--- src/rtl/assert_macros.svh ---
// ----------------------------------------------------------------------------
// assert_macros.svh
// Concurrent assertion helpers shared by the sky dome texture coordinate RTL
// ----------------------------------------------------------------------------
`ifndef ASSERT_MACROS_SVH
`define ASSERT_MACROS_SVH
`ifndef ASSERT_OFF
// same-cycle implication
`define ASSERT_IMP(lbl, clk, rst_n, ante, cons) \
  lbl: assert property (@(posedge clk) disable iff (!rst_n) (ante) |-> (cons)) \
    else $error("assertion failed: lbl");
// next-cycle implication
`define ASSERT_NXT(lbl, clk, rst_n, ante, cons) \
  lbl: assert property (@(posedge clk) disable iff (!rst_n) (ante) |=> (cons)) \
    else $error("assertion failed: lbl");
`else
`define ASSERT_IMP(lbl, clk, rst_n, ante, cons)
`define ASSERT_NXT(lbl, clk, rst_n, ante, cons)
`endif
`endif

--- src/rtl/sdtg_pkg.sv ---
// ----------------------------------------------------------------------------
// sdtg_pkg
// Widths, constants and shared types of the sky dome texture coordinate block
// ----------------------------------------------------------------------------
`default_nettype none
package sdtg_pkg;
  // field widths
  localparam int IN_W       = 20;
  localparam int DIFF_W     = 21;
  localparam int VEC_W      = 23;
  localparam int MAG_W      = 22;
  localparam int SHIFT_W    = 5;
  localparam int SQ_W       = 44;
  localparam int SUM_W      = 46;
  localparam int LEN_W      = 23;
  localparam int SCR_W      = 15;
  localparam int NUM_W      = 40;
  localparam int QHEAD_W    = 17;
  localparam int RND_SHIFT  = 15;
  localparam int OUT_W      = 15;
  localparam int RADIUS_W   = 32;
  localparam int CFG_IDX_W  = 2;
  localparam int CFG_DATA_W = 20;

  // sky radius 6*63, scroll fraction bits
  localparam int RADIUS_NUM = 378;
  localparam int SCR_FRAC   = 8;

  // output clamp
  localparam int OUT_MAX     = 16383;
  localparam int OUT_MIN_MAG = 16384;

  // register indexes
  localparam logic [CFG_IDX_W-1:0] CFG_EYE_X  = 2'd0;
  localparam logic [CFG_IDX_W-1:0] CFG_EYE_Y  = 2'd1;
  localparam logic [CFG_IDX_W-1:0] CFG_EYE_Z  = 2'd2;
  localparam logic [CFG_IDX_W-1:0] CFG_SCROLL = 2'd3;

  // normalized horizontal direction and zero-length flag
  typedef struct packed {
    logic signed [VEC_W-1:0] cx;
    logic signed [VEC_W-1:0] cy;
    logic                    zero;
  } dir_t;
endpackage
`default_nettype wire

--- src/rtl/sdtg_div.sv ---
// ----------------------------------------------------------------------------
// sdtg_div
// Pipelined restoring divider, one quotient bit per stage
// ----------------------------------------------------------------------------
`default_nettype none
module sdtg_div #(
  parameter int TEX_FRAC_BITS = 12
) (
  input  wire logic                                           clk,
  input  wire logic                                           rst_n,
  input  wire logic                                           en,
  input  wire logic                                           in_valid,
  input  wire logic [sdtg_pkg::NUM_W-1:0]                     num,
  input  wire logic [sdtg_pkg::LEN_W-1:0]                     den,
  input  wire logic                                           neg_in,
  output logic                                                out_valid,
  output logic [sdtg_pkg::QHEAD_W+TEX_FRAC_BITS-1:0]          quot,
  output logic                                                neg_out
);
  localparam int LW = sdtg_pkg::LEN_W;
  localparam int HW = sdtg_pkg::QHEAD_W;
  localparam int QW = HW + TEX_FRAC_BITS;

  logic          vld_r [QW];
  logic [LW-1:0] rem_r [QW];
  logic [QW-1:0] acc_r [QW];
  logic [LW-1:0] den_r [QW];
  logic          neg_r [QW];

  for (genvar k = 0; k < QW; k++) begin : g_stage
    logic          vld_p;
    logic [LW-1:0] rem_p;
    logic [QW-1:0] acc_p;
    logic [LW-1:0] den_p;
    logic          neg_p;
    logic [LW:0]   t;
    logic          ge;

    if (k == 0) begin : g_first
      // dividend is num shifted up by the texture fraction bits
      assign vld_p = in_valid;
      assign rem_p = LW'(num >> HW);
      assign acc_p = {num[HW-1:0], {TEX_FRAC_BITS{1'b0}}};
      assign den_p = den;
      assign neg_p = neg_in;
    end else begin : g_next
      assign vld_p = vld_r[k-1];
      assign rem_p = rem_r[k-1];
      assign acc_p = acc_r[k-1];
      assign den_p = den_r[k-1];
      assign neg_p = neg_r[k-1];
    end

    assign t  = {rem_p, acc_p[QW-1]};
    assign ge = t >= {1'b0, den_p};

    always_ff @(posedge clk) begin
      if (!rst_n) begin
        vld_r[k] <= 1'b0;
      end else if (en) begin
        vld_r[k] <= vld_p;
      end
    end

    always_ff @(posedge clk) begin
      if (en) begin
        rem_r[k] <= ge ? LW'(t - {1'b0, den_p}) : t[LW-1:0];
        acc_r[k] <= {acc_p[QW-2:0], ge};
        den_r[k] <= den_p;
        neg_r[k] <= neg_p;
      end
    end
  end

  assign out_valid = vld_r[QW-1];
  assign quot      = acc_r[QW-1];
  assign neg_out   = neg_r[QW-1];
endmodule
`default_nettype wire

--- config.mk ---
export PLATFORM = sky130hd
export DESIGN_NAME = sdtg_div
export DESIGN_NICKNAME = d
export VERILOG_FILES = /design/src/rtl/assert_macros.svh /design/src/rtl/sdtg_pkg.sv /design/src/rtl/sdtg_div.sv
export SDC_FILE = /design/constraint.sdc
export NUM_CORES = 2
export LEC_CHECK = 0
export BUFFER_PORTS_ARGS = -buffer_cell sky130_fd_sc_hd__buf_2
export CAP_MARGIN = 20
export CORE_UTILIZATION = 55
export CTS_CLUSTER_SIZE = 8
export DETAILED_ROUTE_END_ITERATION = 10
export PLACE_DENSITY = 0.69
export SLEW_MARGIN = 10
export SYNTH_ARGS = -nofsm -noshare
export SYNTH_HDL_FRONTEND = slang
export SYNTH_SLANG_ARGS = --single-unit
--- constraint.sdc ---
create_clock -name clk -period 4.49 [get_ports clk]
set_input_delay 0.6735 -clock clk [delete_from_list [all_inputs] [get_ports clk]]
set_output_delay 0.6735 -clock clk [all_outputs]
set_load 0.02 [all_outputs]
# After elaboration in Yosys (flattened, before gate mapping)

Memory sizes are Yosys's and may differ from the RTL's.
Cells that the tools add are included.

Order comparisons: 29
Multipliers: 0
Shift-type cells: 0
Eq/ne operators: 0
Multiplexer cells: 63
Reduce and logical (&&, ||, !) cells: 0
Bitwise operators: 29
$add $sub $neg: 29
Divide/modulo/power cells: 0

Operators with widths:

| operator         | number |
|---|---|
| $ge A24 B23 Y1   | 29 |
| $mux W23         | 29 |
| $sub A23 B23 Y23 | 29 |
| $mux W1          | 34 |
| $or A1 B1 Y1     | 29 |

Output and inout bits: 31
Register bits after elaboration: 0
RAM bits: 2233
Memories: 5
Latch bits: 0
Bits in read-only memories: 0

Memory list:

| name  | words | width | read ports | clocked after memory_dff | wr ports | RTL line       | text |
|---|---|---|---|---|---|---|---|
| acc_r | 29    | 29    | 29         | 0                        | 29       | sdtg_div.sv:26 | `logic [QW-1:0] acc_r [QW];` |
| den_r | 29    | 23    | 28         | 0                        | 29       | sdtg_div.sv:27 | `logic [LW-1:0] den_r [QW];` |
| rem_r | 29    | 23    | 28         | 0                        | 29       | sdtg_div.sv:25 | `logic [LW-1:0] rem_r [QW];` |
| neg_r | 29    | 1     | 29         | 0                        | 29       | sdtg_div.sv:28 | `logic neg_r [QW];` |
| vld_r | 29    | 1     | 29         | 0                        | 29       | sdtg_div.sv:24 | `logic vld_r [QW];` |

# Longest topological paths before layout

Depth in word-level cells: 4
Depth in mapped cells: 15
Gate-level depth less buffers: 13

# Worst setup path before layout

No wires, ideal clock.

Path kind: in2reg
Start: in num[16] (netlist name)
End: mem rem_r[0][20] (netlist name), data pin
Setup slack: 1.159 ns
Required time: 4.222 ns
Data arrival time: 3.063 ns
Library setup time: 0.268 ns
Stages: 12
Path through: inv_1 ha_1 fa_1 nor2b_1 o21ai_0 a21o_1 a2111oi_0 a2111oi_2 o31a_1 o41ai_1 xnor2_1 o21ai_0

RTL lines:

| what        | RTL line       | text |
|---|---|---|
| from (decl) | sdtg_div.sv:13 | `input wire logic [sdtg_pkg::NUM_W-1:0] num,` |
| to (decl)   | sdtg_div.sv:25 |  |

==> flow_metrics.tcl <==
set metrics [dict create \
    synthToLayoutAreaGrowth_pct 11.7 \
    r2r_cells 10 \
    synth_area_per_cell_um2 12.1 \
    maxSlewHeadroom 0.302 \
    grt_usage 0.230 \
    setup_tns_ns 0 \
    postCtsSetupRepairBufs 0 \
    cts-root-buf "clkbuf_16" \
    antenna_found_initial 0 \
    cts_tree "done" \
    cellLeakagePower_nw 44.8 \
    async_flop_share 0 \
    yosysUniqueCellTypes 91 \
    hold_depth 3 \
    maxCapViolCount 0 \
    vias 62854 \
    rr_endpoint "rem_r[1][155]" \
    most-common-layout-cells "edfxtp_1, inv_1, ha_1" \
    setup_violations 0 \
    cp_data_arrival_time_ns 4.58 \
    crit_path_start "rem_r[1][115]" \
    gp_congestion 0.921 \
    crit_type "reg2reg" \
    start_util 0.553 \
    rows 155 \
    dpl_worst_slack_ns 0.572 \
    drive_gt1_frac 0.0847 \
    hold_viol 0 \
    synthCells 8176 \
    fin_nets 9274 \
    synth-edff-count 1916 \
    finalCoreUtilization 0.618 \
    ys_top_cells_by_area "edfxtp_1, ha_1, inv_1, a21oi_1, xnor2_1" \
    crit_path_end_kind "register" \
    rrSetupSlack_ns 0.52 \
    core_area_um2 178000 \
    ys.warnings.count 0 \
    skew_ns 0.0605 \
    wire_per_inst_um 19.1 \
    crit_chain "fa_1 -> a21o_1 -> a21oi_2 -> o21bai_1 -> a2111oi_2 -> nor2_1 -> a41oi_1 -> o41ai_1 -> a211o_1 -> mux2_1" \
    vias_per_cell 5.77 \
    grt_pass1_wl_um 330000 \
    p_per_area_nw_per_um2 722 \
    crit_required_ns 5.11 \
    cts_buffer_depth 4 \
    holdWs_ns 0.0884 \
    clk_pin_slew_ns 0.05 \
    crit_slowest_cell "a211o_1" \
    drc_errors 0 \
    fmax_mhz 252 \
    crit_fanout 24 \
    routed_wl_um 208000 \
    pin_count 99 \
    synth-seq-cells 1917 \
    antenna_left 0 \
    drt-initial-drc-count 4480 \
    clock_sinks 1917 \
    hold_path_class "in2reg" \
    dieArea_um2 181000 \
    ys_seq_area_frac 0.584 \
    dp_hpwl_um 148000 \
    slowest_delay_ns 0.70 \
    worstReg2RegStart "rem_r[1][115]" \
    grt_pass1_vias 61435 \
    cts_htree_levels 5 \
    grt_max_degree 193 \
    grt-ovfl-total 0 \
    first_pass_iters 6 \
    port_buffers 98 \
    crit_path_start_kind "register" \
    drv_slew 0 \
    syn_nets 8938 \
    yosys.area.top_type "edfxtp_1" \
    crit_path_end "rem_r[1][155]" \
    status "completed" \
    final.min_clock_period_ns 3.97 \
    ctsResizeCount 0 \
    die_w_um 425 \
    fin_crit_sh 0.883 \
    cts-buffers-inserted 291 \
    die_h_um 425 \
    holdBufCountCts 41 \
    fin_ws_ns 0.524 \
    clock_latency_ns 0.91 \
    netlist_area_um2 98600 \
    peakVddDrop_mv 0.365 \
    worst_pin_slew_ns 1.05 \
    synth_top_area_frac 0.584 \
    rsz0062_at_grt "no" \
    synth_ff_type "edfxtp_1" \
    layout_commonest_cell "edfxtp_1" \
]
-- final cells by class --
cell class | instances | area, um^2
multi-input cells | 5225 | 37100
well taps | 2355 | 2950
inverters | 856 | 3210
clock buffers | 310 | 7460
repair buffers | 221 | 1790
diodes | 1 | 2.50
fillers | 13712 | 68100
flip-flops and latches | 1917 | 57600
clock inverters | 12 | 103
-- cell families after synthesis --
logic type / count (synthesis) / share of synthesized area
AO/OA/AOI/OAI: 2063 / 0.132
flip-flops: 1917 / 0.584
AND/OR/NAND/NOR: 1762 / 0.0854
buffers and inverters: 1034 / 0.0410
adder cells (fa/ha/maj): 694 / 0.0902
XOR/XNOR: 504 / 0.0448
multiplexers: 202 / 0.0229
-- flip-flops by register name (all words and copies together) (netlist names) --
signal,count
den_r,644
acc_r,571
rem_r,644
neg_r,29
vld_r,29
-- where the power goes --
part / internal (mW) / switching [mW] / leakage, nW
Combinational: 14.0 / 18.1 / 22.3
Clock: 11.5 / 7.18 / 3.71
Sequential: 25.9 / 2.72 / 18.8
-- metal layers --
layer	routed length, um	vias to the layer above	track usage	part of all wire
met5	0	-	0	0
met4	6300	0	0.0781	0.030
met3	9210	437	0.0319	0.044
met2	102000	1541	0.393	0.49
met1	89700	30174	0.299	0.43
li1	-	30702	-	-
-- synthesized netlist by cell type, drive strengths merged, types with 15 or more instances --
cell,instances
mux2,185
a21boi,22
a21o,320
mux2i,17
nand2b,77
o21ai,494
o41ai,17
buf,60
edfxtp,1916
and3,90
fa,28
inv,855
o31a,21
o21bai,71
xor2,204
or2,36
a211o,15
nand2,526
nor2,454
a31o,19
nand4,86
o21a,80
a21oi,627
o211ai,24
o31ai,74
nor4,21
nor2b,88
a31oi,73
ha,666
a221oi,15
or3,50
a211oi,46
nand3,108
o2111ai,15
a2111oi,28
clkbuf,118
xnor2,300
nor3,138
and2,28
-- worst min path at each step --
stage                  startpoint       endpoint  slack (ns)
floorplan            acc_r[0][73]  acc_r[0][103]        0.40
global placement     neg_r[0][11]   neg_r[0][12]        0.40
detailed placement  acc_r[0][138]  acc_r[0][168]        0.40
CTS                       num[35]   rem_r[0][19]        0.02
global route              num[35]   rem_r[0][19]        0.05
finish                    num[35]   rem_r[0][19]        0.09
-- through the flow --
step | instance area, um^2 | cells | total power [mW]
floorplan | 98600 | 8176 | 52.3
global placement | 102000 | 10529 | 59.9
detailed placement | 102000 | 10530 | 60.5
CTS | 110000 | 10893 | 79.8
global route | 110000 | 10896 | 84.8
finish | 110000 | 10897 | 79.5
-- worst max-delay path: cells and delay by family (launching register included) --
kind | cells | cell delay (ns)
AO/OA/AOI/OAI | 7 | 2.08
adder cells (fa/ha/maj) | 1 | 0.49
multiplexers | 1 | 0.48
flip-flops | 1 | 0.44
AND/OR/NAND/NOR | 1 | 0.19
Power figures use the tool's default switching activity.
