**config.mk**
```make
export PLATFORM = sky130hd
export DESIGN_NAME = sdtg_sqrt
export DESIGN_NICKNAME = d
export VERILOG_FILES = /design/src/rtl/assert_macros.svh /design/src/rtl/sdtg_pkg.sv /design/src/rtl/sdtg_sqrt.sv
export SDC_FILE = /design/constraint.sdc
export NUM_CORES = 2
export LEC_CHECK = 0
export ABC_AREA = 1
export BUFFER_PORTS_ARGS = -buffer_cell sky130_fd_sc_hd__buf_4
export CORE_MARGIN = 1.5
export CORE_UTILIZATION = 65
export DETAILED_ROUTE_END_ITERATION = 8
export PLACE_DENSITY_LB_ADDON = 0.15
export SETUP_SLACK_MARGIN = 0.02
export SYNTH_ARGS = -nofsm -noshare
export SYNTH_HDL_FRONTEND = slang
export SYNTH_SLANG_ARGS = --single-unit
```
**constraint.sdc**
```tcl
create_clock -name clk -period 5.1 [get_ports clk]
set_input_delay 1.02 -clock clk [delete_from_list [all_inputs] [get_ports clk]]
set_output_delay 1.02 -clock clk [all_outputs]
set_load 0.02 [all_outputs]
```
**src/rtl/assert_macros.svh**
```systemverilog
// ----------------------------------------------------------------------------
// assert_macros.svh
// Concurrent assertion helpers shared by the sky dome texture coordinate RTL
// ----------------------------------------------------------------------------
`ifndef ASSERT_MACROS_SVH
`define ASSERT_MACROS_SVH
`ifndef ASSERT_OFF
// same-cycle implication
`define ASSERT_IMP(lbl, clk, rst_n, ante, cons) \
  lbl: assert property (@(posedge clk) disable iff (!rst_n) (ante) |-> (cons)) \
    else $error("assertion failed: lbl");
// next-cycle implication
`define ASSERT_NXT(lbl, clk, rst_n, ante, cons) \
  lbl: assert property (@(posedge clk) disable iff (!rst_n) (ante) |=> (cons)) \
    else $error("assertion failed: lbl");
`else
`define ASSERT_IMP(lbl, clk, rst_n, ante, cons)
`define ASSERT_NXT(lbl, clk, rst_n, ante, cons)
`endif
`endif

```
**src/rtl/sdtg_pkg.sv**
```systemverilog
// ----------------------------------------------------------------------------
// sdtg_pkg
// Widths, constants and shared types of the sky dome texture coordinate block
// ----------------------------------------------------------------------------
`default_nettype none
package sdtg_pkg;
  // field widths
  localparam int IN_W       = 20;
  localparam int DIFF_W     = 21;
  localparam int VEC_W      = 23;
  localparam int MAG_W      = 22;
  localparam int SHIFT_W    = 5;
  localparam int SQ_W       = 44;
  localparam int SUM_W      = 46;
  localparam int LEN_W      = 23;
  localparam int SCR_W      = 15;
  localparam int NUM_W      = 40;
  localparam int QHEAD_W    = 17;
  localparam int RND_SHIFT  = 15;
  localparam int OUT_W      = 15;
  localparam int RADIUS_W   = 32;
  localparam int CFG_IDX_W  = 2;
  localparam int CFG_DATA_W = 20;

  // sky radius 6*63, scroll fraction bits
  localparam int RADIUS_NUM = 378;
  localparam int SCR_FRAC   = 8;

  // output clamp
  localparam int OUT_MAX     = 16383;
  localparam int OUT_MIN_MAG = 16384;

  // register indexes
  localparam logic [CFG_IDX_W-1:0] CFG_EYE_X  = 2'd0;
  localparam logic [CFG_IDX_W-1:0] CFG_EYE_Y  = 2'd1;
  localparam logic [CFG_IDX_W-1:0] CFG_EYE_Z  = 2'd2;
  localparam logic [CFG_IDX_W-1:0] CFG_SCROLL = 2'd3;

  // normalized horizontal direction and zero-length flag
  typedef struct packed {
    logic signed [VEC_W-1:0] cx;
    logic signed [VEC_W-1:0] cy;
    logic                    zero;
  } dir_t;
endpackage
`default_nettype wire

```
**src/rtl/sdtg_sqrt.sv**
```systemverilog
// ----------------------------------------------------------------------------
// sdtg_sqrt
// Pipelined integer square root, one root bit per stage
// ----------------------------------------------------------------------------
`default_nettype none
module sdtg_sqrt (
  input  wire logic                         clk,
  input  wire logic                         rst_n,
  input  wire logic                         en,
  input  wire logic                         in_valid,
  input  wire logic [sdtg_pkg::SUM_W-1:0]   sum_sq,
  input  wire sdtg_pkg::dir_t               dir_in,
  output logic                              out_valid,
  output logic [sdtg_pkg::LEN_W-1:0]        root,
  output sdtg_pkg::dir_t                    dir_out
);
  localparam int LW = sdtg_pkg::LEN_W;
  localparam int SW = sdtg_pkg::SUM_W;
  localparam int RW = LW + 3;

  logic                 vld_r  [LW];
  logic [RW-1:0]        rem_r  [LW];
  logic [LW-1:0]        root_r [LW];
  logic [SW-1:0]        rad_r  [LW];
  sdtg_pkg::dir_t       dir_r  [LW];

  for (genvar k = 0; k < LW; k++) begin : g_stage
    logic           vld_p;
    logic [RW-1:0]  rem_p;
    logic [LW-1:0]  root_p;
    logic [SW-1:0]  rad_p;
    sdtg_pkg::dir_t dir_p;
    logic [RW-1:0]  t_in;
    logic [RW-1:0]  trial;

    if (k == 0) begin : g_first
      assign vld_p  = in_valid;
      assign rem_p  = '0;
      assign root_p = '0;
      assign rad_p  = sum_sq;
      assign dir_p  = dir_in;
    end else begin : g_next
      assign vld_p  = vld_r[k-1];
      assign rem_p  = rem_r[k-1];
      assign root_p = root_r[k-1];
      assign rad_p  = rad_r[k-1];
      assign dir_p  = dir_r[k-1];
    end

    // bring down two radicand bits, try root*4+1
    assign t_in  = {rem_p[RW-3:0], rad_p[SW-1 -: 2]};
    assign trial = RW'({root_p, 2'b01});

    always_ff @(posedge clk) begin
      if (!rst_n) begin
        vld_r[k] <= 1'b0;
      end else if (en) begin
        vld_r[k] <= vld_p;
      end
    end

    always_ff @(posedge clk) begin
      if (en) begin
        if (t_in >= trial) begin
          rem_r[k]  <= t_in - trial;
          root_r[k] <= {root_p[LW-2:0], 1'b1};
        end else begin
          rem_r[k]  <= t_in;
          root_r[k] <= {root_p[LW-2:0], 1'b0};
        end
        rad_r[k] <= rad_p << 2;
        dir_r[k] <= dir_p;
      end
    end
  end

  assign out_valid = vld_r[LW-1];
  assign root      = root_r[LW-1];
  assign dir_out   = dir_r[LW-1];
endmodule
`default_nettype wire

```
Yosys cells after proc, flatten, opt, wreduce, memory -nomap -nowiden
Memory sizes are Yosys's and may differ from the RTL's.
Cells that the tools add are included.
Widths: inputs -> output; s select.
{ "classes": {"order_cmp": 23, "addsub": 23, "muxes": 212, "bitwise_logic": 69} }
{ "op_table": {"columns": ["cell", "count"], "rows": [
  ["$mux 26", 23],
  ["$ge 26x25->1", 22],
  ["$sub 26x25->26", 22],
  ["$mux 23", 23],
  ["$mux 1", 166],
  ["$or 1x1->1", 69],
  ["$sub 2x1->3 const B", 1],
  ["$ge 2x1->1 const B", 1]
]} }
{ "totals": {"ramBits": 3243, "wordCells": 332, "out_inout_bits": 71, "memories": 5, "in_bits": 97, "regBits": 0} }
{ "memory_table": {"columns": ["name", "words", "word_bits", "rd", "rd_ports_with_merged_regs", "wr", "line_no", "text"], "rows": [
  ["dir_r", 23, 47, 23, 0, 23, "sdtg_sqrt.sv:25", "sdtg_pkg::dir_t dir_r [LW];"],
  ["rad_r", 23, 44, 22, 0, 23, "sdtg_sqrt.sv:24", "logic [SW-1:0] rad_r [LW];"],
  ["rem_r", 23, 26, 22, 0, 23, "sdtg_sqrt.sv:22", "logic [RW-1:0] rem_r [LW];"],
  ["root_r", 23, 23, 23, 0, 23, "sdtg_sqrt.sv:23", "logic [LW-1:0] root_r [LW];"],
  ["vld_r", 23, 1, 23, 0, 23, "sdtg_sqrt.sv:21", "logic vld_r [LW];"]
]} }

Depth between registers and ports, before layout
An unclocked memory read counts as a cell.
{ "depth": {"ltp_word": 6, "depth_mapped": 15, "depth_no_buf": 15} }

Worst setup path after synthesis
Ideal clock, no wire load.
{ "synth_path": {"path_type": "input -> register", "start": "input port en", "end": "memory rem_r[2][130] in the netlist's numbering (enable)", "cell_stages": 3, "n_path_buf": 3, "arrival_time_ns": 2.541, "setup_time_ns": 0.420, "required_time_ns": 4.680, "slack_ns": 2.139, "cell_sequence": "buf_6 -> buf_6 -> clkbuf_1"} }
{ "synth_lines": {"columns": ["item", "line_no", "text"], "rows": [
  ["start: declaration", "sdtg_sqrt.sv:9", "input wire logic en,"],
  ["end: declaration", "sdtg_sqrt.sv:22", null]
]} }

==> metrics.txt <==
CP Capture Type register; P&R area growth vs syn 10.5%; via count a little under 70,000; Cells after DPL around 12,000; Seq/Total Area, Yosys 67.6%; NumNets Final slightly above 10,000; # fillers between 10,000 and 15,000; share of the synthesized area in the top cell type 67.6%; Synth warnings 0; EDFF count, synth roughly 2,400; Startpoint Class register; max-cap viol count 0; Max VDD drop slightly below 0.4 mV; post-DP HPWL 161 mm; Slew Viols, Final 0; post-synth cell types 57; design area 117,000 µm²; Worst Tran Pin Value around 1.1 ns; RSZ-0062 raised after global routing false; WHS Path Cells 1; vias in the first global route approximately 66,000; Overall Power 49,900 µW; post-CTS sizing 0; top achievable clock speed slightly below 300 MHz; post-CTS setup repair buffer count 0; DRT Pass-1 Iters 9; Area after DPL 109,000 µm²; r2r startpoint rem_r[2][39]$_DFFE_PP_; async set or reset register ratio after synthesis 0%; port buffer count 167; Synth Flop Type edfxtp_1; Initial Utilization 65.7%; Slew HR 26.3%; Fin. Hold Viols 0; final std cells w/o fill around 12,000; most common cell in the netlist nand2_1; CTS Buf Count 225; Multi-input gate area 27,400 µm²; CTS tree yes; row cnt 147; #FFs+latches synth 2,384; core area around 160,000 µm²; CP Max Fanout 20; 1st-iter DRT viols 7,594; post-route ant nets 0; setup TNS 0 ns; Leakage 0.0495 µW; Final Critical Period 3.37 ns; TritonCTS Sinks approximately 2,400; Data required, critical path 5.67 ns; setup violators final 0; global route overflow 0; Synth Cell Area 106,000 µm²; power per cell area 427 nW/µm²; Synth Instances 9,488; GRT Total Usage just under 30%; worst skew pair latency 0.91 ns; Reg area 71,600 µm²; routability cong. 0.979; fin crit share 66.1%; vias per cell 5.56; # DRC 0; Critical Path AT 3.94 ns; CTS max path bufs 3; CTS clock-pin slew for the worst setup and hold paths roughly 0.07 ns; status completed; syn nets about 9,900; Mean Syn Cell Area 11.2 µm²; Hold Crit Start sum_sq[13]; initial antenna violation count 1; WS Path Type reg2reg; Post-synth top cells nand2_1, edfxtp_1, inv_1; first-pass GRT wire length 369 mm; hold crit path type in2reg; worst reg-to-reg setup slack ~1.7 ns; Die Y 406 µm; ant diodes 0; FF-to-FF End rem_r[2][63]$_DFFE_PP_; reg2reg path depth 11; WHS 0.294 ns; Die Width 406 µm; largest net degree at the start of global routing 208; hold buffer count at CTS 0; largest area contributor in the synthesized netlist edfxtp_1; Min-Delay Endpoint rad_r[0][13]$_DFFE_PP_; Setup Skew ~0.09 ns; clock root buffer clkbuf_16; layout cells sized above 1 7.93%; H-tree depth 4; dominant cells by area after synthesis edfxtp_1, nand2_1, inv_1; die footprint between 150,000 and 200,000 µm²; drt wl/cell 19.7 µm; final WL 239 mm; IO Pins 168
layer usage:
| metal | vias up | wire length, µm | global-route usage [%] |
|---|---|---|---|
| li1 | 32100 | - | - |
| met1 | 31800 | 95600 | 38.3 |
| met2 | 2853 | 117000 | 48.9 |
| met3 | 699 | 16400 | 4.57 |
| met4 | 2 | 10300 | 12.1 |
| met5 | - | 13 | 0 |
kinds of logic after synthesis:
family,Yosys count,share of synthesized area [%]
compound gates,423,2.28
xor+xnor,222,1.84
fa+ha+maj,301,3.56
simple gates,4475,18.2
flops,2384,67.6
buf+inv,1683,6.48
cell type report:
type                            count  area share [%]
Multi-Input combinational cell   5421            23.4
Inverter                         1534            4.93
Timing Repair Buffer              203            1.43
Clock inverter                    157            1.71
Sequential cell                  2384            61.2
Tap cell                         2160            2.31
Clock buffer                      266            4.95
per-stage QoR:
step                      setup WS [ns]  utilization (%)
final                              1.73             72.5
after CTS                          1.88             72.5
after floorplan                    2.14                -
after global routing               1.68             72.5
after detailed placement           1.33             67.7
after global placement             1.51             67.7
critical path: stages, from the launching register on:
cell	delay [ns]
edfxtp_1	0.46
ha_1	0.45
nand2_1	0.13
nand2_1	0.12
a21oi_1	0.26
nand2_1	0.17
inv_1	0.13
nand2_2	0.07
nand2_2	0.33
nand2_1	0.57
nand2_1	0.26
nand2_1	0.09
where the power goes:
group          internal (µW)  switching [µW]
Clock                   9980            7600
Sequential             23600            1130
Combinational           2360            5160
cell usage in the layout (no fill, tap or decap), types with 17 or more instances in the layout:
| cell | synthesis | routed |
|---|---|---|
| nand2_1 | 2671 | 2671 |
| edfxtp_1 | 2382 | 2382 |
| inv_1 | 1514 | 1514 |
| nor2_1 | 675 | 675 |
| nand3_1 | 565 | 565 |
| ha_1 | 301 | 301 |
| clkbuf_16 | 0 | 225 |
| buf_4 | 72 | 192 |
| a21oi_1 | 185 | 185 |
| nand4_1 | 159 | 159 |
| xor2_1 | 143 | 143 |
| o21ai_0 | 119 | 119 |
| nor3_1 | 108 | 108 |
| xnor2_1 | 79 | 79 |
| nand3b_1 | 66 | 66 |
| nand2_2 | 50 | 50 |
| clkinv_1 | 1 | 41 |
| clkbuf_1 | 27 | 41 |
| o21ai_1 | 38 | 38 |
| nor2_2 | 37 | 37 |
| nand3_2 | 36 | 36 |
| bufinv_16 | 0 | 35 |
| clkinv_2 | 0 | 33 |
| o21ai_2 | 26 | 26 |
| nor4_1 | 22 | 22 |
| inv_2 | 19 | 19 |
| o21bai_1 | 17 | 17 |
flip-flops by register name, indices dropped and copies added (netlist names):
name    cells
dir_r    1081
rad_r     506
root_r    276
rem_r     498
vld_r      23
how the worst max path moves through the flow:
stage / startpoint / end / cells past startpoint
after global placement: en / rem_r[2][144]$_DFFE_PP_ / 8
after global routing: rem_r[2][41]$_DFFE_PP_ / rem_r[2][63]$_DFFE_PP_ / 11
final: rem_r[2][39]$_DFFE_PP_ / rem_r[2][63]$_DFFE_PP_ / 11
after floorplan: en / rem_r[2][130]$_DFFE_PP_ / 3
after CTS: rem_r[2][39]$_DFFE_PP_ / rem_r[2][63]$_DFFE_PP_ / 11
after detailed placement: en / rem_r[2][150]$_DFFE_PP_ / 8
Power figures use the tool's default switching activity.
