File: config.mk
export PLATFORM = sky130hd
export DESIGN_NAME = sdtg_numer
export DESIGN_NICKNAME = d
export VERILOG_FILES = /design/src/rtl/assert_macros.svh /design/src/rtl/sdtg_pkg.sv /design/src/rtl/sdtg_numer.sv
export SDC_FILE = /design/constraint.sdc
export NUM_CORES = 2
export LEC_CHECK = 0
export ABC_AREA = 1
export BUFFER_PORTS_ARGS = -buffer_cell sky130_fd_sc_hd__clkbuf_2
export CAP_MARGIN = 15
export CORE_UTILIZATION = 55
export CTS_CLUSTER_DIAMETER = 30
export DETAILED_ROUTE_END_ITERATION = 12
export PLACE_DENSITY_LB_ADDON = 0.1
export REMOVE_ABC_BUFFERS = 1
export SLEW_MARGIN = 20
export SYNTH_ARGS = -nofsm -noshare
export SYNTH_HDL_FRONTEND = slang
export SYNTH_SLANG_ARGS = --single-unit
File: constraint.sdc
create_clock -name clk -period 6.6 [get_ports clk]
set_clock_uncertainty 0.1 [all_clocks]
set_input_delay 0.66 -clock clk [delete_from_list [all_inputs] [get_ports clk]]
set_output_delay 0.66 -clock clk [all_outputs]
set_load 0.03 [all_outputs]
File: src/rtl/assert_macros.svh
// ----------------------------------------------------------------------------
// assert_macros.svh
// Concurrent assertion helpers shared by the sky dome texture coordinate RTL
// ----------------------------------------------------------------------------
`ifndef ASSERT_MACROS_SVH
`define ASSERT_MACROS_SVH
`ifndef ASSERT_OFF
// same-cycle implication
`define ASSERT_IMP(lbl, clk, rst_n, ante, cons) \
  lbl: assert property (@(posedge clk) disable iff (!rst_n) (ante) |-> (cons)) \
    else $error("assertion failed: lbl");
// next-cycle implication
`define ASSERT_NXT(lbl, clk, rst_n, ante, cons) \
  lbl: assert property (@(posedge clk) disable iff (!rst_n) (ante) |=> (cons)) \
    else $error("assertion failed: lbl");
`else
`define ASSERT_IMP(lbl, clk, rst_n, ante, cons)
`define ASSERT_NXT(lbl, clk, rst_n, ante, cons)
`endif
`endif

File: src/rtl/sdtg_pkg.sv
// ----------------------------------------------------------------------------
// sdtg_pkg
// Widths, constants and shared types of the sky dome texture coordinate block
// ----------------------------------------------------------------------------
`default_nettype none
package sdtg_pkg;
  // field widths
  localparam int IN_W       = 20;
  localparam int DIFF_W     = 21;
  localparam int VEC_W      = 23;
  localparam int MAG_W      = 22;
  localparam int SHIFT_W    = 5;
  localparam int SQ_W       = 44;
  localparam int SUM_W      = 46;
  localparam int LEN_W      = 23;
  localparam int SCR_W      = 15;
  localparam int NUM_W      = 40;
  localparam int QHEAD_W    = 17;
  localparam int RND_SHIFT  = 15;
  localparam int OUT_W      = 15;
  localparam int RADIUS_W   = 32;
  localparam int CFG_IDX_W  = 2;
  localparam int CFG_DATA_W = 20;

  // sky radius 6*63, scroll fraction bits
  localparam int RADIUS_NUM = 378;
  localparam int SCR_FRAC   = 8;

  // output clamp
  localparam int OUT_MAX     = 16383;
  localparam int OUT_MIN_MAG = 16384;

  // register indexes
  localparam logic [CFG_IDX_W-1:0] CFG_EYE_X  = 2'd0;
  localparam logic [CFG_IDX_W-1:0] CFG_EYE_Y  = 2'd1;
  localparam logic [CFG_IDX_W-1:0] CFG_EYE_Z  = 2'd2;
  localparam logic [CFG_IDX_W-1:0] CFG_SCROLL = 2'd3;

  // normalized horizontal direction and zero-length flag
  typedef struct packed {
    logic signed [VEC_W-1:0] cx;
    logic signed [VEC_W-1:0] cy;
    logic                    zero;
  } dir_t;
endpackage
`default_nettype wire

File: src/rtl/sdtg_numer.sv
// ----------------------------------------------------------------------------
// sdtg_numer
// Dividend build: scroll times length plus scaled direction, sign split
// ----------------------------------------------------------------------------
`default_nettype none
module sdtg_numer (
  input  wire logic                         clk,
  input  wire logic                         rst_n,
  input  wire logic                         en,
  input  wire logic                         in_valid,
  input  wire logic [sdtg_pkg::LEN_W-1:0]   root,
  input  wire sdtg_pkg::dir_t               dir,
  input  wire logic [sdtg_pkg::SCR_W-1:0]   scroll,
  output logic                              out_valid,
  output logic [sdtg_pkg::LEN_W-1:0]        len,
  output logic [sdtg_pkg::NUM_W-1:0]        mag_x,
  output logic [sdtg_pkg::NUM_W-1:0]        mag_y,
  output logic                              neg_x,
  output logic                              neg_y
);
  localparam int LW = sdtg_pkg::LEN_W;
  localparam int NW = sdtg_pkg::NUM_W;
  localparam int KW = sdtg_pkg::RADIUS_W;
  localparam int PW = LW + sdtg_pkg::SCR_W;

  logic                 v1_r, v2_r, v3_r;
  logic [LW-1:0]        len1_r, len2_r, len3_r;
  logic [PW-1:0]        ps1_r;
  logic signed [KW-1:0] kx1_r, ky1_r;
  logic signed [NW:0]   nx2_r, ny2_r;
  logic [NW-1:0]        mx3_r, my3_r;
  logic                 sx3_r, sy3_r;
  logic [LW-1:0]        len_sel;

  // zero-length direction divides by one
  assign len_sel = dir.zero ? LW'(1) : root;

  always_ff @(posedge clk) begin
    if (!rst_n) begin
      v1_r <= 1'b0;
      v2_r <= 1'b0;
      v3_r <= 1'b0;
    end else if (en) begin
      v1_r <= in_valid;
      v2_r <= v1_r;
      v3_r <= v2_r;
    end
  end

  always_ff @(posedge clk) begin
    if (en) begin
      // products
      len1_r <= len_sel;
      ps1_r  <= PW'(len_sel) * PW'(scroll);
      kx1_r  <= KW'(dir.cx) * KW'(sdtg_pkg::RADIUS_NUM);
      ky1_r  <= KW'(dir.cy) * KW'(sdtg_pkg::RADIUS_NUM);
      // signed sum
      len2_r <= len1_r;
      nx2_r  <= $signed((NW+1)'(ps1_r)) + ((NW+1)'(kx1_r) <<< sdtg_pkg::SCR_FRAC);
      ny2_r  <= $signed((NW+1)'(ps1_r)) + ((NW+1)'(ky1_r) <<< sdtg_pkg::SCR_FRAC);
      // sign and magnitude
      len3_r <= len2_r;
      sx3_r  <= nx2_r < 0;
      sy3_r  <= ny2_r < 0;
      mx3_r  <= NW'(nx2_r < 0 ? -nx2_r : nx2_r);
      my3_r  <= NW'(ny2_r < 0 ? -ny2_r : ny2_r);
    end
  end

  assign out_valid = v3_r;
  assign len       = len3_r;
  assign mag_x     = mx3_r;
  assign mag_y     = my3_r;
  assign neg_x     = sx3_r;
  assign neg_y     = sy3_r;
endmodule
`default_nettype wire

==> Yosys cells after proc, flatten, opt, wreduce, memory -nomap -nowiden <==
Index checks and enable logic that the tools add are counted.
{ "word_totals": {"regBits": 336, "in_bits": 89, "out_inout_bits": 106} }
{ "classes": {"muxes": 3, "magnitude_cmp": 2, "n_addsub": 4, "multipliers": 3} }
{ "ops": {"columns": ["op", "n"], "rows": [
  ["$add 39x40->41", 2],
  ["$lt 41x1->1 const B", 2],
  ["$mux 40", 2],
  ["$neg 40->40", 2],
  ["$mul 23x9->31 const B", 2],
  ["$mul 23x15->38", 1],
  ["$mux 23", 1]
]} }

==> Logic depth before layout (Yosys ltp) <==
{ "depth": {"word_depth": 2, "ltp_mapped": 29, "ltp_nobuf": 28} }

==> Least setup slack after synthesis <==
OpenSTA, ideal clock, no wires.
{ "synth_path": {"path_type": "input to register", "startpoint": "in dir[0] in the netlist's numbering", "endpoint": "reg ps1_r[29] (data pin)", "arrival_ps": 5566, "path_stages": 24, "slack_ps": 682, "t_required_ps": 6248, "cell_sequence": "inv_1 clkbuf_1 nand2_1 inv_1 nand2_1 fa_1 fa_1 inv_1 fa_1 fa_1 fa_1 inv_1 fa_1 inv_1 ha_1 nand2_1 nor2_1 inv_1 nor3_1 nand2_1 nand2_1 nand2_1 nand3_1 nand2_1"} }
{ "synth_between": {"elab_chain_len": 2} }
{ "synth_lines": {"columns": ["item", "line", "source"], "rows": [
  ["start, declared", "sdtg_numer.sv:12", "input wire sdtg_pkg::dir_t dir,"],
  ["$mux 23", "sdtg_numer.sv:36", "assign len_sel = dir.zero ? LW'(1) : root;"],
  ["net len_sel[13]", "sdtg_numer.sv:33", "logic [LW-1:0] len_sel;"],
  ["$mul 23x15->38", "sdtg_numer.sv:54", "ps1_r <= PW'(len_sel) * PW'(scroll);"],
  ["end signal, assigned", "sdtg_numer.sv:54", null],
  ["end, declared", "sdtg_numer.sv:28", "logic [PW-1:0] ps1_r;"]
]} }
The timed path passes the listed nets, and every way through them passes these cells.
A chain may end at the register's enable or synchronous reset.

==> Final worst setup path <==
{ "layout_path": {"startpoint": "in dir[0] in the netlist's numbering", "endpoint": "reg ps1_r[36] (data pin)"} }
{ "layout_between": {"elab_chain_len": 2} }
{ "layout_lines": {"columns": ["item", "line"], "rows": [
  ["$mux 23", "sdtg_numer.sv:36"],
  ["$mul 23x15->38", "sdtg_numer.sv:54"]
]} }
Every way passes these cells.

==> results.cfg <==
[detailed_routing]
routed.top_layer = met5
wl_met1_um = 43600
drt_iter0_drc = 2344
viasPerCell = 5.25
first_pass_iters = 6
drc = 0
dr_total_vias = 28302
drt_wl_total_um = 92700
met2_length_um = 40800
routedWlPerCell_um = 17.2
ant_nets = 0
wl_met3_um = 6830

[floorplanning]
die-area_mm2 = 0.0668
start_util_pct = 55.9
io_pins = 195
fp.dieH_um = 258
rows = 93
fp.coreArea_mm2 = 0.0647
die_w_um = 258

[clock_tree]
clkLatencyLatePin_ns = 0.60
cts_hold_buf = 0
tritoncts = yes
cts_root_buf = clkbuf_16
htreeDepth = 3
cts.path.max_buffers = 3
cts_num_sinks = 326
cts.clk_slew.worst_paths_ns = 0.05
cts_buffers = 72
post_cts_resized = 0
cts_post_setup_buffers_inserted = 0

[global_routing]
grt_pass1_wl_um = 151000
grt_overflow_total = 0
grt_pass1_vias = 28456
grt_max_degree = 126
track_usage_pct = 28.9
antenna_found_initial = 1

[layout]
fillers = 5771
n_antenna_cell = 0
finalNetCount = 5335
multi_input_area_mm2 = 0.0231
layout-drive-gt1-share_pct = 9.18
syn_to_final_growth_pct = 13.6
register_area_mm2 = 0.00976

[timing]
finalSetupViolCount = 0
final.period_utilization_pct = 89.5
fmax_ghz = 0.169
hold_violations = 0
maxSlewViolCount = 0
setup_tns_ns = 0
worstMarginPinSlew_ns = 0.972
hold_slack_ns = 0.183
max_slew_margin_pct = 35.2
fin_crit_ns = 5.91
grt_setup_unrepaired = no

[critical_path]
critPathLaunchType = input port
cp-end-kind = flip-flop
cp.arrival_ns = 6.14
worstPathRequired_ns = 6.83
path_max_fanout = 22
regToRegStartpoint = ky1_r[1]$_DFFE_PP_
crit_cells = 27
cpMostUsedCell = nand2_1
critPathBufInv = 9
slowest_delay_ns = 0.54
criticalPathCategory = input port to flip-flop
startpoint = dir[0]
cpMaxStageDelayCell = fa_1
critPathTopFamily = adder cells
reg2reg_slack_ns = 3.91
crit_path_end = ps1_r[36]$_DFFE_PP_
worst_r2r_path_depth = 13
rr_endpoint = ny2_r[39]$_DFFE_PP_

[synth]
yosys_warnings = 0
synth-edff-count = 323
syn_inst = 4186
avgSynthCellArea_um2 = 8.64
async_flop_share_pct = 0
ys_seq_area_share_pct = 27.0
ys.flop_type = edfxtp_1
yosysUniqueCellTypes = 43
ys_ff_latch = 326
synth_area_mm2 = 0.0362

[min_path]
hold_class = input port to flip-flop

[placed_design]
port_buffers = 194
place_congestion = 0.962
dp_hpwl_um = 78200

[flow_run]
drv_cap = 0

[power_and_ir_drop]
p_leak_nw = 20.3
ir_drop_mv = 0.262
p_per_area_mw_per_mm2 = 520

[outcome]
status = finished clean
[routing by layer]
layer  GRT usage [%]  up-vias
li1                -    13732
met1            42.9    13518
met2            44.7      939
met3            4.73      111
met4            6.53        2
met5               0        -
[tightest hold or removal path, cell delays in order]
cell and delay [ns]:
clkbuf_2 0.07, nor2_1 0.03, nor2_1 0.08
[where the power goes]
group / leakage (nW) / switching [W] / internal (W) / total, W
Combinational: 15.9 / 0.00890 / 0.00454 / 0.0134
Sequential: 3.19 / 0.000552 / 0.00373 / 0.00428
Clock: 1.21 / 0.00123 / 0.00242 / 0.00365
[state kept, by name, indices dropped and copies added (netlist names), 23 cells and up]
register  flops
len          23
ny2_r        32
nx2_r        41
mag_x        40
ps1_r        38
mag_y        39
len1_r       23
ky1_r        31
len2_r       23
kx1_r        31
[synthesized netlist by cell type (all sizes together), types with 7 or more instances]
library cell / n / share of area (%)
a21oi: 167 / 2.3
nor3: 52 / 0.75
edfxtp: 323 / 27
nor2: 467 / 5.1
o21bai: 7 / 0.15
nand3: 154 / 2.2
clkbuf: 44 / 0.46
fa: 449 / 25
a21o: 8 / 0.17
nand2: 999 / 10
xor2: 105 / 2.5
xnor2: 31 / 0.75
ha: 323 / 11
nand4: 47 / 0.81
clkinv: 16 / 0.17
inv: 810 / 8.4
o21ai: 149 / 2.1
[cells by family after synthesis]
group | synth area share [%]
AOI/OAI and AO/OA | 5.06
xor gates and xnor gates | 3.29
adders and majority gates | 36.0
buffers and inverters | 9.10
DFF | 27.0
and+or+nand+nor | 19.6
[worst min-delay path by stage]
stage,cells past startpoint,slack [ns],startpoint,endpoint
global route,3,0.22,in_valid,v1_r$_SDFFE_PN0P_
global placement,0,0.30,ps1_r[8]$_DFFE_PP_,nx2_r[8]$_DFFE_PP_
floorplan,0,0.30,len1_r[0]$_DFFE_PP_,len2_r[0]$_DFFE_PP_
detailed placement,0,0.30,ps1_r[7]$_DFFE_PP_,nx2_r[7]$_DFFE_PP_
CTS,3,0.16,in_valid,v1_r$_SDFFE_PN0P_
finish,3,0.18,in_valid,v1_r$_SDFFE_PN0P_
[area by class of cell]
| cell class | instances | share of cell area (%) |
|---|---|---|
| clock buffers | 78 | 4.49 |
| clock inverters | 53 | 1.56 |
| inverters | 826 | 7.55 |
| multi-input cells | 2985 | 56.3 |
| flip-flops and latches | 326 | 23.8 |
| well taps | 855 | 2.60 |
| repair buffers | 263 | 3.77 |
[stage by stage]
stage	setup WS (ns)	instance area, µm²	utilization [%]	total power, W	instances
finish	0.695	41100	63.5	0.0214	5386
detailed placement	0.179	38600	59.7	0.0176	5255
floorplan	0.626	36000	-	0.0137	4137
global route	0.446	41100	63.5	0.0234	5386
global placement	0.182	38600	59.7	0.0175	5255
CTS	0.781	41100	63.5	0.0213	5386
[cells in the final DEF, fill, tap and decap left out, types with 50 or more instances in the layout]
cell type,netlist,routed
nand3_1,150,150
xor2_1,105,105
o21ai_0,139,139
clkbuf_16,0,73
nand2_1,991,991
a21oi_1,167,167
inv_1,810,810
clkbuf_2,0,193
nor3_1,50,50
fa_1,449,449
edfxtp_1,323,323
buf_4,1,65
ha_1,323,323
nor2_1,456,456
No activity file was read; power rests on OpenSTA's default activity.
