### config.mk
export PLATFORM = sky130hd
export DESIGN_NAME = sdtg_front
export DESIGN_NICKNAME = d
export VERILOG_FILES = /design/src/rtl/assert_macros.svh /design/src/rtl/sdtg_pkg.sv /design/src/rtl/sdtg_front.sv
export SDC_FILE = /design/constraint.sdc
export NUM_CORES = 2
export LEC_CHECK = 0
export BUFFER_PORTS_ARGS = -buffer_cell sky130_fd_sc_hd__buf_2
export CAP_MARGIN = 10
export CORE_ASPECT_RATIO = 0.6
export CORE_MARGIN = 4
export CORE_UTILIZATION = 35
export DETAILED_ROUTE_END_ITERATION = 10
export PLACE_DENSITY = 0.56
export SYNTH_ARGS = -nofsm -noshare
export SYNTH_HDL_FRONTEND = slang
export SYNTH_SLANG_ARGS = --single-unit
### constraint.sdc
create_clock -name clk -period 10.1 [get_ports clk]
set_clock_uncertainty 0.05 [all_clocks]
set_input_delay 2.02 -clock clk [delete_from_list [all_inputs] [get_ports clk]]
set_output_delay 2.02 -clock clk [all_outputs]
set_load 0.03 [all_outputs]
### src/rtl/assert_macros.svh
// ----------------------------------------------------------------------------
// assert_macros.svh
// Concurrent assertion helpers shared by the sky dome texture coordinate RTL
// ----------------------------------------------------------------------------
`ifndef ASSERT_MACROS_SVH
`define ASSERT_MACROS_SVH
`ifndef ASSERT_OFF
// same-cycle implication
`define ASSERT_IMP(lbl, clk, rst_n, ante, cons) \
  lbl: assert property (@(posedge clk) disable iff (!rst_n) (ante) |-> (cons)) \
    else $error("assertion failed: lbl");
// next-cycle implication
`define ASSERT_NXT(lbl, clk, rst_n, ante, cons) \
  lbl: assert property (@(posedge clk) disable iff (!rst_n) (ante) |=> (cons)) \
    else $error("assertion failed: lbl");
`else
`define ASSERT_IMP(lbl, clk, rst_n, ante, cons)
`define ASSERT_NXT(lbl, clk, rst_n, ante, cons)
`endif
`endif

### src/rtl/sdtg_pkg.sv
// ----------------------------------------------------------------------------
// sdtg_pkg
// Widths, constants and shared types of the sky dome texture coordinate block
// ----------------------------------------------------------------------------
`default_nettype none
package sdtg_pkg;
  // field widths
  localparam int IN_W       = 20;
  localparam int DIFF_W     = 21;
  localparam int VEC_W      = 23;
  localparam int MAG_W      = 22;
  localparam int SHIFT_W    = 5;
  localparam int SQ_W       = 44;
  localparam int SUM_W      = 46;
  localparam int LEN_W      = 23;
  localparam int SCR_W      = 15;
  localparam int NUM_W      = 40;
  localparam int QHEAD_W    = 17;
  localparam int RND_SHIFT  = 15;
  localparam int OUT_W      = 15;
  localparam int RADIUS_W   = 32;
  localparam int CFG_IDX_W  = 2;
  localparam int CFG_DATA_W = 20;

  // sky radius 6*63, scroll fraction bits
  localparam int RADIUS_NUM = 378;
  localparam int SCR_FRAC   = 8;

  // output clamp
  localparam int OUT_MAX     = 16383;
  localparam int OUT_MIN_MAG = 16384;

  // register indexes
  localparam logic [CFG_IDX_W-1:0] CFG_EYE_X  = 2'd0;
  localparam logic [CFG_IDX_W-1:0] CFG_EYE_Y  = 2'd1;
  localparam logic [CFG_IDX_W-1:0] CFG_EYE_Z  = 2'd2;
  localparam logic [CFG_IDX_W-1:0] CFG_SCROLL = 2'd3;

  // normalized horizontal direction and zero-length flag
  typedef struct packed {
    logic signed [VEC_W-1:0] cx;
    logic signed [VEC_W-1:0] cy;
    logic                    zero;
  } dir_t;
endpackage
`default_nettype wire

### src/rtl/sdtg_front.sv
// ----------------------------------------------------------------------------
// sdtg_front
// Eye-relative direction, vertical stretch, normalization and squared length
// ----------------------------------------------------------------------------
`default_nettype none
module sdtg_front (
  input  wire logic                                   clk,
  input  wire logic                                   rst_n,
  input  wire logic                                   en,
  input  wire logic                                   in_valid,
  input  wire logic signed [sdtg_pkg::IN_W-1:0]      vert_x,
  input  wire logic signed [sdtg_pkg::IN_W-1:0]      vert_y,
  input  wire logic signed [sdtg_pkg::IN_W-1:0]      vert_z,
  input  wire logic signed [sdtg_pkg::IN_W-1:0]      eye_x,
  input  wire logic signed [sdtg_pkg::IN_W-1:0]      eye_y,
  input  wire logic signed [sdtg_pkg::IN_W-1:0]      eye_z,
  output logic                                        out_valid,
  output sdtg_pkg::dir_t                              dir,
  output logic [sdtg_pkg::SUM_W-1:0]                  sum_sq
);
  localparam int DW = sdtg_pkg::DIFF_W;
  localparam int VW = sdtg_pkg::VEC_W;
  localparam int MW = sdtg_pkg::MAG_W;
  localparam int NW = sdtg_pkg::SHIFT_W;
  localparam int QW = sdtg_pkg::SQ_W;
  localparam int SW = sdtg_pkg::SUM_W;

  function automatic logic [MW-1:0] abs_v(logic signed [VW-1:0] v);
    return MW'(v < 0 ? -v : v);
  endfunction

  // position of the leading one, as a left shift to bit MW-1
  function automatic logic [NW-1:0] lead_shift(logic [MW-1:0] m);
    logic [NW-1:0] n;
    n = '0;
    for (int i = 0; i < MW; i++) begin
      if (m[i]) n = NW'(MW - 1 - i);
    end
    return n;
  endfunction

  logic                 v1_r, v2_r, v3_r, v4_r, v5_r, v6_r;
  logic signed [DW-1:0] dx1_r, dy1_r, dz1_r;
  logic signed [VW-1:0] vx2_r, vy2_r;
  logic [MW-1:0]        ax2_r, ay2_r, az2_r;
  logic signed [VW-1:0] vx3_r, vy3_r;
  logic [MW-1:0]        ax3_r, ay3_r, az3_r;
  logic [NW-1:0]        n3_r;
  logic                 z3_r;
  logic signed [VW-1:0] vx4_r, vy4_r;
  logic [MW-1:0]        ax4_r, ay4_r, az4_r;
  logic                 z4_r;
  logic signed [VW-1:0] vx5_r, vy5_r;
  logic [QW-1:0]        qx5_r, qy5_r, qz5_r;
  logic                 z5_r;
  logic signed [VW-1:0] vx6_r, vy6_r;
  logic [SW-1:0]        sum6_r;
  logic                 z6_r;

  logic signed [VW-1:0] dz3;
  logic [MW-1:0]        mx;

  assign dz3 = (VW'(dz1_r) <<< 1) + VW'(dz1_r);
  assign mx  = (ax2_r > ay2_r) ? ((ax2_r > az2_r) ? ax2_r : az2_r)
                               : ((ay2_r > az2_r) ? ay2_r : az2_r);

  // valid chain
  always_ff @(posedge clk) begin
    if (!rst_n) begin
      v1_r <= 1'b0;
      v2_r <= 1'b0;
      v3_r <= 1'b0;
      v4_r <= 1'b0;
      v5_r <= 1'b0;
      v6_r <= 1'b0;
    end else if (en) begin
      v1_r <= in_valid;
      v2_r <= v1_r;
      v3_r <= v2_r;
      v4_r <= v3_r;
      v5_r <= v4_r;
      v6_r <= v5_r;
    end
  end

  // data stages
  always_ff @(posedge clk) begin
    if (en) begin
      // eye-relative difference
      dx1_r <= DW'(vert_x) - DW'(eye_x);
      dy1_r <= DW'(vert_y) - DW'(eye_y);
      dz1_r <= DW'(vert_z) - DW'(eye_z);
      // tripled vertical, magnitudes
      vx2_r <= VW'(dx1_r);
      vy2_r <= VW'(dy1_r);
      ax2_r <= abs_v(VW'(dx1_r));
      ay2_r <= abs_v(VW'(dy1_r));
      az2_r <= abs_v(dz3);
      // largest magnitude and its normalizing shift
      vx3_r <= vx2_r;
      vy3_r <= vy2_r;
      ax3_r <= ax2_r;
      ay3_r <= ay2_r;
      az3_r <= az2_r;
      n3_r  <= lead_shift(mx);
      z3_r  <= (mx == '0);
      // normalize
      vx4_r <= vx3_r <<< n3_r;
      vy4_r <= vy3_r <<< n3_r;
      ax4_r <= ax3_r << n3_r;
      ay4_r <= ay3_r << n3_r;
      az4_r <= az3_r << n3_r;
      z4_r  <= z3_r;
      // squares
      vx5_r <= vx4_r;
      vy5_r <= vy4_r;
      qx5_r <= QW'(ax4_r) * QW'(ax4_r);
      qy5_r <= QW'(ay4_r) * QW'(ay4_r);
      qz5_r <= QW'(az4_r) * QW'(az4_r);
      z5_r  <= z4_r;
      // sum of squares
      vx6_r  <= vx5_r;
      vy6_r  <= vy5_r;
      sum6_r <= SW'(qx5_r) + SW'(qy5_r) + SW'(qz5_r);
      z6_r   <= z5_r;
    end
  end

  assign out_valid = v6_r;
  assign dir.cx    = vx6_r;
  assign dir.cy    = vy6_r;
  assign dir.zero  = z6_r;
  assign sum_sq    = sum6_r;
endmodule
`default_nettype wire

== After elaboration in Yosys (flattened, before gate mapping) ==
Index checks and enable logic that the tools add are counted.

* Shift operators: 5
* Multipliers: 3
* Order comparisons: 6
* Reduce and logical (&&, ||, !) cells: 5
* $add $sub $neg: 9
* Multiplexer cells: 27

{| class="wikitable"
|+ Operators with widths
! kind !! number
|-
| $mul 22x22->44 || 3
|-
| $mux 22 || 6
|-
| $gt 22x22->1 || 3
|-
| $shl 22x5->22 || 3
|-
| $sub 20x20->21 || 3
|-
| $add 45x44->46 || 1
|-
| $sshl 21x5->23 || 2
|-
| $add 44x44->45 || 1
|-
| $neg 21->22 || 2
|-
| $lt 21x1->1 const B || 2
|-
| $mux 4 || 8
|-
| $mux 5 || 6
|-
| $add 22x21->23 || 1
|-
| $lt 23x1->1 const B || 1
|-
| $logic_not 22->1 || 1
|-
| $neg 22->22 || 1
|-
| $reduce_or 16->1 || 1
|-
| $mux 3 || 4
|-
| $reduce_or 8->1 || 1
|-
| $mux 2 || 2
|-
| $reduce_or 4->1 || 1
|-
| $reduce_or 2->1 || 1
|-
| $mux 1 || 1
|}

* Word-level logic and storage cells: 96
* Bits of input ports: 124
* Register bits after elaboration: 676

== Depth between registers and ports, before layout ==
* Depth after elaboration: 24
* Depth in mapped cells: 30
* Gate-level depth less buffers: 29

== Worst setup path after synthesis ==
No wires, ideal clock.

* Path kind: flip-flop to flip-flop
* Start: reg az4_r[5]
* End: reg qz5_r[40], data pin
* Buffers on the path: 2
* Path slack: 2.791 ns
* Cell stages (with the launch flop): 27
* Data arrival time: 6.999 ns
* Clock period less this slack: 7.309 ns
* Cells stage by stage: edfxtp_1 -> clkbuf_1 -> clkbuf_1 -> nand2_1 -> fa_1 -> inv_1 -> fa_1 -> inv_1 -> fa_1 -> inv_1 -> fa_1 -> fa_1 -> fa_1 -> fa_1 -> ha_1 -> a21o_1 -> a21oi_1 -> o21bai_1 -> a311oi_1 -> o211ai_1 -> o211ai_1 -> o22ai_1 -> o32a_1 -> a311oi_2 -> o21bai_1 -> a21o_1 -> xor2_1

* Word-level cells in the longest chain between the ends: 1

{| class="wikitable"
|+ Ends and longest elaborated chain
! element !! RTL line !! source
|-
| start, declared || sdtg_front.sv:51 || <nowiki>logic [MW-1:0] ax4_r, ay4_r, az4_r;</nowiki>
|-
| start signal, assigned || sdtg_front.sv:112 || <nowiki>az4_r <= az3_r << n3_r;</nowiki>
|-
| $mul 22x22->44 || sdtg_front.sv:119 || <nowiki>qz5_r <= QW'(az4_r) * QW'(az4_r);</nowiki>
|-
| end signal, assigned || sdtg_front.sv:119 ||
|-
| end, declared || sdtg_front.sv:54 || <nowiki>logic [QW-1:0] qx5_r, qy5_r, qz5_r;</nowiki>
|}

No other way between the ends.
A chain may end at the register's enable or synchronous reset.

== Worst setup path after layout ==
* Start: reg ax4_r[8]
* End: reg qx5_r[43], data pin

* Word-level cells in the longest chain between the ends: 1

{| class="wikitable"
|+ Ends and longest elaborated chain
! element !! RTL line !! source
|-
| start, declared || sdtg_front.sv:51 ||
|-
| start signal, assigned || sdtg_front.sv:110 || <nowiki>ax4_r <= ax3_r << n3_r;</nowiki>
|-
| $mul 22x22->44 || sdtg_front.sv:117 || <nowiki>qx5_r <= QW'(ax4_r) * QW'(ax4_r);</nowiki>
|-
| end signal, assigned || sdtg_front.sv:117 ||
|-
| end, declared || sdtg_front.sv:54 ||
|}

No other way between the ends.

==> results.json <==
{
  "status": "finished, final reports clean",
  "min_path_type": "flop to flop",
  "final.min_clock_period_ns": 8.84,
  "cts_buffer_depth": 3,
  "io_buffers": 217,
  "maxSlewHeadroom_pct": 20.3,
  "finalCritPeriodShare_pct": 87.5,
  "num_vias": 50151,
  "start_kind": "flop",
  "syn_inst": 7152,
  "r2r_end": "qx5_r[43]$_DFFE_PP_",
  "setup_viol": 0,
  "cts_hold_buf": 0,
  "worstHoldEndpoint": "vy6_r[13]$_DFFE_PP_",
  "dpl.cell_count": 10044,
  "synth_warnings": 0,
  "place_congestion": 0.955,
  "synth_simple_gate_area_share_pct": 10.0,
  "tightest_slew_ns": 1.20,
  "yosysUniqueCellTypes": 92,
  "post_cts_buffers": 0,
  "synthFlopType": "edfxtp_1",
  "area_delta_synth_final_pct": 8.90,
  "hold_depth": 0,
  "reg2reg_slack_ns": 1.26,
  "ys_ff_latch": 665,
  "grt.overflow.total": 0,
  "avgRoutedWirePerCell_um": 19.9,
  "synth.area.mux_share_pct": 2.59,
  "ant_nets": 0,
  "worst_setup_path_end_kind": "flop",
  "nNetsFinal": 9159,
  "grt_pass1_vias": 51916,
  "max_freq_mhz": 113,
  "cts_buffers": 73,
  "drt_iter0_markers": 4144,
  "start_util_pct": 35.4,
  "synth_area_um2": 74600,
  "totalWireLength_um": 202000,
  "crit_required_ns": 10.45,
  "drive_above_1_share_pct": 6.94,
  "synth_edf_count": 659,
  "pin_count": 218,
  "clkSlewWorstSetupHoldPaths_ns": 0.07,
  "layoutNonFillerInstCount": 10176,
  "rsz0062_at_grt": "no",
  "die_x_um": 604,
  "drt-pass1-iter-count": 5,
  "rr_worst_depth": 23,
  "min_from": "vy5_r[13]$_DFFE_PP_",
  "nFillCells": 20599,
  "crit_type": "flop to flop",
  "final_common_cell": "inv_1",
  "rows": 130,
  "critPathMaxFanout": 17,
  "cts_resized": 0,
  "drv_slew": 0,
  "grt_max_degree": 151,
  "utilization_pct": 38.6,
  "ctsHtreeMaxLevel": 3,
  "async_flop_share_pct": 0,
  "antenna_found_initial": 9,
  "die-area_um2": 221000,
  "cts-root-buf": "clkbuf_16",
  "synthXorXnorAreaFrac_pct": 3.46,
  "core_area_um2": 211000,
  "grt_pass1_wl_um": 318000,
  "tritoncts": "yes",
  "mostFrequentLayoutCells": "inv_1, fa_1, ha_1, edfxtp_1, nand2_1",
  "setup-tns-final_ns": 0,
  "die_y_um": 366,
  "reg2reg_from": "ax4_r[8]$_SDFFCE_PP0P_",
  "drc_errors": 0,
  "grt_use_total_pct": 18.6,
  "ys_seq_area_share_pct": 26.7,
  "crit_arrival_ns": 9.18,
  "clk_latency_ns": 0.68,
  "synth_adder_area_share_pct": 40.3,
  "hold_viol": 0,
  "viasPerCell": 4.93,
  "dp_hpwl_um": 166000,
  "synth_top_family_by_area": "adder cells",
  "cts_sinks": 665,
  "synth-compound-area-share_pct": 8.10,
  "max_cap_viol_count": 0,
  "syn_avg_cell_area_um2": 10.4
}
logic make-up (layout without fill, tap and decap cells):
group / count (synthesis) / count (layout)
AO/OA/AOI/OAI: 945 / 945
XOR/XNOR: 295 / 295
adder cells (fa/ha/maj): 1754 / 1754
buffers and inverters: 1744 / 1927
flip-flops: 665 / 665
multiplexers: 156 / 156
other: 1 / 4
AND/OR/NAND/NOR: 1592 / 1592
critical path, stage by stage, from the launching register on:
cell,delay [ns]
edfxtp_1,1.06
inv_1,0.41
nor2_1,0.34
fa_1,0.50
ha_1,0.32
a21oi_1,0.18
fa_1,0.44
inv_1,0.08
fa_1,0.44
fa_1,0.57
fa_1,0.43
fa_1,0.45
ha_1,0.38
nand4_1,0.15
or2_1,0.26
a211oi_1,0.57
o2111ai_1,0.27
a31oi_1,0.40
a41oi_1,0.23
a21oi_1,0.32
a41o_1,0.27
nor2_1,0.08
o21ai_0,0.25
xnor2_1,0.11
final cells by class:
cell class / count / area [µm²] / share of cell area [%]
timing repair buffer: 282 / 1600 / 1.96
tap: 2838 / 3550 / 4.37
clock buffer: 80 / 1850 / 2.28
multi-input combinational: 4744 / 48200 / 59.3
inverter: 1515 / 5690 / 7.00
clock inverter: 50 / 508 / 0.625
antenna: 2 / 5.00 / 0.00616
sequential: 665 / 19900 / 24.5
stage by stage:
step | worst slack (ns) | area [µm²] | hold WS (ns)
2_1_floorplan | 2.79 | 74600 | 0.350
3_3_place_gp | 1.61 | 78900 | 0.353
3_5_place_dp | 1.44 | 78900 | 0.355
4_1_cts | 1.38 | 81300 | 0.353
5_1_grt | 0.754 | 81300 | 0.363
6_report | 1.26 | 81300 | 0.352
routing by layer:
metal / global-route usage [%] / share of wire, %
met1: 30.0 / 51
met3: 4.97 / 9.5
met5: 0 / 0
met4: 2.39 / 1.2
met2: 25.0 / 38
synth_stat cells (27+ instances only):
| library cell | number | share of area (%) |
|---|---|---|
| and2_1 | 293 | 2.5 |
| ha_1 | 667 | 11 |
| inv_1 | 1513 | 7.6 |
| xnor2_1 | 219 | 2.6 |
| a21oi_1 | 277 | 1.9 |
| mux2_2 | 28 | 0.42 |
| mux2i_1 | 101 | 1.4 |
| o21ai_0 | 186 | 1.2 |
| o22ai_1 | 42 | 0.35 |
| a21o_1 | 97 | 0.98 |
| xor2_1 | 76 | 0.89 |
| mux4_2 | 27 | 0.81 |
| edfxtp_1 | 659 | 27 |
| o21a_1 | 33 | 0.33 |
| nor2_1 | 327 | 1.6 |
| o31ai_1 | 27 | 0.27 |
| nor2b_1 | 64 | 0.54 |
| fa_1 | 1087 | 29 |
| a31oi_1 | 37 | 0.31 |
| clkbuf_1 | 202 | 1.0 |
| nand3_1 | 62 | 0.42 |
| nor3_1 | 75 | 0.50 |
| o21bai_1 | 29 | 0.29 |
| nand2_1 | 614 | 3.1 |
| a211oi_1 | 73 | 0.73 |
| nand2b_1 | 40 | 0.34 |
state kept, by name, summed over array words and instances, names as in the netlist, 42 cells and up:
register  count
sum_sq       46
qy5_r        42
qx5_r        42
qz5_r        43
how the worst max path moves through the flow:
| stage | startpoint | end | slack [ns] | depth (start not counted) |
|---|---|---|---|---|
| 2_1_floorplan | az4_r[5]$_SDFFCE_PP0P_ | qz5_r[40]$_DFFE_PP_ | 2.79 | 26 |
| 3_3_place_gp | ax4_r[8]$_SDFFCE_PP0P_ | qx5_r[43]$_DFFE_PP_ | 1.61 | 23 |
| 3_5_place_dp | ax4_r[8]$_SDFFCE_PP0P_ | qx5_r[43]$_DFFE_PP_ | 1.44 | 23 |
| 4_1_cts | ax4_r[8]$_SDFFCE_PP0P_ | qx5_r[43]$_DFFE_PP_ | 1.38 | 23 |
| 5_1_grt | ax4_r[8]$_SDFFCE_PP0P_ | qx5_r[43]$_DFFE_PP_ | 0.75 | 23 |
| 6_report | ax4_r[8]$_SDFFCE_PP0P_ | qx5_r[43]$_DFFE_PP_ | 1.26 | 23 |
Power is not shown: default switching activity piles up to over one toggle a cycle in this logic, so the estimate is an artifact.
